$ cat config.mk
export PLATFORM = sky130hd
export DESIGN_NAME = sqe_cell
export DESIGN_NICKNAME = d
export VERILOG_FILES = /design/src/rtl/sqe_pkg.sv /design/src/rtl/sqe_cell.sv
export SDC_FILE = /design/constraint.sdc
export NUM_CORES = 1
export LEC_CHECK = 0
export BUFFER_PORTS_ARGS = -buffer_cell sky130_fd_sc_hd__clkbuf_2
export CAP_MARGIN = 20
export CORE_ASPECT_RATIO = 1.25
export CORE_UTILIZATION = 49
export CTS_CLUSTER_DIAMETER = 150
export DETAILED_ROUTE_END_ITERATION = 8
export PLACE_DENSITY = 0.83
export SLEW_MARGIN = 30
export SYNTH_ARGS = -nofsm -noshare
export SYNTH_HDL_FRONTEND = slang
export SYNTH_SLANG_ARGS = --single-unit
$ cat constraint.sdc
create_clock -name clk -period 4.55 [get_ports clk]
set_clock_uncertainty 0.2 [all_clocks]
set_input_delay 0 -clock clk [delete_from_list [all_inputs] [get_ports clk]]
set_output_delay 0 -clock clk [all_outputs]
set_load 0.01 [all_outputs]
$ cat src/rtl/sqe_pkg.sv
`default_nettype none
package sqe_pkg;

    localparam int DEPTH = 64;
    localparam int IDX_W = $clog2(DEPTH);
    localparam int CNT_W = $clog2(DEPTH + 1);
    localparam int DATA_W = 32;

    typedef enum logic [2:0] {
        OP_PUSH  = 3'd0,
        OP_PRINT = 3'd1,
        OP_PEEK  = 3'd2,
        OP_POP   = 3'd3,
        OP_SWAP  = 3'd4,
        OP_CLEAR = 3'd5
    } op_t;

    typedef enum logic [2:0] {
        STAT_OK          = 3'd0,
        STAT_PUSH_ARG    = 3'd1,
        STAT_PRINT_ARG   = 3'd2,
        STAT_PEEK_EMPTY  = 3'd3,
        STAT_POP_EMPTY   = 3'd4,
        STAT_SWAP_SHORT  = 3'd5,
        STAT_FULL        = 3'd6
    } status_t;

    typedef enum logic [2:0] {
        CELL_HOLD,
        CELL_PUSH_TOP,
        CELL_PUSH_TAIL,
        CELL_POP,
        CELL_SWAP,
        CELL_ROTATE
    } cell_op_t;

    // broadcast to every cell of the chain
    typedef struct packed {
        cell_op_t            op;
        logic [IDX_W-1:0]    pos;    // tail slot for push at tail, last slot for rotate
        logic [DATA_W-1:0]   value;
    } cell_ctrl_t;

endpackage
`default_nettype wire

$ cat src/rtl/sqe_cell.sv
`default_nettype none
module sqe_cell
    import sqe_pkg::*;
(
    input  wire                   clk,
    input  cell_ctrl_t            ctrl,
    input  wire  [IDX_W-1:0]      idx,
    input  wire  [DATA_W-1:0]     prev_data,   // from the cell nearer the top
    input  wire  [DATA_W-1:0]     next_data,   // from the cell nearer the tail
    input  wire  [DATA_W-1:0]     head_data,   // top cell, closes the ring on rotate
    output logic [DATA_W-1:0]     data
);

    logic [DATA_W-1:0] data_reg;
    logic [DATA_W-1:0] data_next;

    always_comb
    begin
        data_next = data_reg;
        unique case (ctrl.op)
            CELL_HOLD:      data_next = data_reg;
            CELL_PUSH_TOP:  data_next = prev_data;
            CELL_PUSH_TAIL:
            begin
                if (idx == ctrl.pos)
                    data_next = ctrl.value;
            end
            CELL_POP:       data_next = next_data;
            CELL_SWAP:
            begin
                if (idx == IDX_W'(0))
                    data_next = next_data;
                else if (idx == IDX_W'(1))
                    data_next = prev_data;
            end
            CELL_ROTATE:
            begin
                if (idx == ctrl.pos)
                    data_next = head_data;
                else if (idx < ctrl.pos)
                    data_next = next_data;
            end
            default:        data_next = data_reg;
        endcase
    end

    always_ff @(posedge clk)
    begin
        data_reg <= data_next;
    end

    assign data = data_reg;

endmodule
`default_nettype wire

==> results.yml <==
setup_path:
  crit_path_end_kind: "register"
  cp-start-kind: "primary input"
  cp.arrival_ps: 3440
  path_class: "in -> reg"
  cp_max_fo: 27
  required_ps: 4510
  startpoint: "ctrl[38]"
floorplanning:
  start_util_pct: 51.4
  die_x_um: 81.5
  die_y_um: 101
  die_area_mm2: 0.00827
  placementRows: 35
  io_pins: 176
  coreArea_mm2: 0.00753
yosys:
  synthTopCellsByArea: "edfxtp_1 (25%), mux2i_1 (13%), nand2_1 (7.4%)"
  synth_mux_area_share_pct: 13.4
  synth_compound_area_share_pct: 25.8
  ys.warnings.count: 0
  synthesis.instances: 461
  ys_types: 39
  synth_xor_area_share_pct: 0.226
  ys_seq_area_share_pct: 24.8
  syn-num-nets: 611
  avgSynthCellArea_um2: 8.40
  synth.top_cell.area_share_pct: 24.8
  synth_edf_count: 32
  ys_ff_latch: 32
  async_reset_ff_share_pct: 0
  synth_ff_type: "edfxtp_1"
  yosysMostFrequentCell: "nand2_1"
  synth_top_family_by_area: "compound AO/OA/AOI/OAI gates"
  synth-adder-area-share_pct: 1.94
  syn_area_mm2: 0.00387
  synth_largest_area_cell: "edfxtp_1"
  synth_commonest_cells: "nand2_1 (76), mux2i_1 (52), a31oi_1 (38)"
  synthSimpleGateAreaFrac_pct: 25.2
timing:
  hold_ws_ps: 41.1
  tns_ps: 0
  setup_viol: 0
  tightestPinTransition_ps: 933
  relSlewSlack_pct: 37.6
  rsz0062_at_grt: "false"
  drv_slew: 0
  hold_viol: 0
  fmax_mhz: 288
  min_period_over_period_pct: 76.4
  fin_ws_ps: 1070
  period_needed_ps: 3480
run_status:
  outcome: "complete, no violations"
drt:
  wirelength_mm: 13.5
  drc_errors: 0
  first_iter_violations: 314
  met2_length_mm: 6.98
  antenna_left: 0
  via_per_inst: 6.32
  wl_met3_mm: 1.25
  drt-met1-wl_mm: 4.78
  top_layer: "met4"
  routedWlPerCell_um: 17.8
  dr.pass1.iters: 6
  vias: 4775
placement:
  globalplace.congestion: 0.807
  dp_hpwl_mm: 8.64
  pre_cts_slack_ps: 1630
  numPortBuffers: 175
  placed_area_mm2: 0.00464
  dp.cells: 684
finish:
  fin_cells: 756
  fillers: 605
  final_util_pct: 71.5
  seqCellArea_um2: 961
  largest_reg_flops: 32
  final_nets: 813
  drive_gt1_share_pct: 30.1
  fin_area_mm2: 0.00539
  multi_input_area_mm2: 0.00260
  syn2layout_area_growth_pct: 39.1
  diodes: 0
job:
  max_cap_viol_count: 0
clock_tree:
  cts_made_buffers: 5
  clock_sinks: 32
  cts_tree: "yes"
  htreeDepth: 2
  path_clk_slew_ps: 80
  cts_buffer_depth: 2
  cts-root-buf: "clkbuf_8"
global_routing:
  gr-usage-all-layers_pct: 32.9
  antenna_found_initial: 0
  grt_overflow: 0
  grt_pass1_wl_mm: 21.3
  grt_pass1_vias: 4744
  grt_max_degree: 74
hold_path:
  hp-class: "in -> reg"
  hp-start: "next_data[0]"
pwr:
  power_density_mw_per_mm2: 210
  total_power_mw: 1.13
  leakage_nw: 2.48
  vdd.ir_drop.worst_v: 0.000169
[cell families after synthesis]
kind of cell	Yosys count
AND/OR/NAND/NOR	184
AO/OA/AOI/OAI	126
buffers and inverters	60
multiplexers	52
flip-flops	32
adder cells (fa/ha/maj)	6
XOR/XNOR	1
[what timing repair did]
| item | CTS | global route |
|---|---|---|
| buffers inserted | 0 | 0 |
| hold buffers | 64 | 0 |
| resized for setup | 0 | 0 |
| endpoints found under the hold margin | 32 | 0 |
[report_power, final]
| group | switching [mW] | leakage (nW) | internal, mW |
|---|---|---|---|
| registers | 0.0162 | 0.306 | 0.381 |
| logic | 0.234 | 2.12 | 0.220 |
| clock network | 0.116 | 0.0552 | 0.163 |
| total | 0.367 | 2.48 | 0.764 |
[worst paths after layout]
check	to	slack [ps]	depth (start not counted)
worst max-delay path	data[1]$_DFFE_PP_	1070	7
worst min-delay path	data[0]$_DFFE_PP_	40	3
[layout make-up]
type	count	area share, %
clock buffers	6	1.35
repair buffers	246	29.2
well taps	92	2.14
clock inverters	2	0.650
inverters	9	0.627
multi-input cells	369	48.2
flip-flops and latches	32	17.8
[layout by cell type, fill, tap and decap left out, types with 2 or more instances in the layout]
cell	n
o211ai_1	13
edfxtp_1	32
a22oi_1	12
nand4_1	18
nand2_1	76
nand3_1	20
a311o_1	19
clkbuf_8	5
inv_2	2
a31oi_1	38
clkbuf_2	172
and4_1	18
ha_1	6
inv_1	7
dlygate4sd3_1	64
mux2i_1	52
buf_4	9
nor3_2	2
a211oi_1	22
and3_1	4
a221o_1	14
nor2_1	21
nor2b_1	19
[worst max-delay path: stages]
cell	delay [ps]
buf_2	680
inv_2	480
a211oi_4	900
a32oi_1	110
dlygate4sd3_1	620
o211ai_1	70
dlygate4sd3_1	560
[metal layers]
metal	up-vias	track usage, %
li1	2212	-
met1	2189	35.8
met2	321	58.3
met3	53	6.58
met4	0	19.0
met5	-	0
Power figures use the tool's default switching activity.
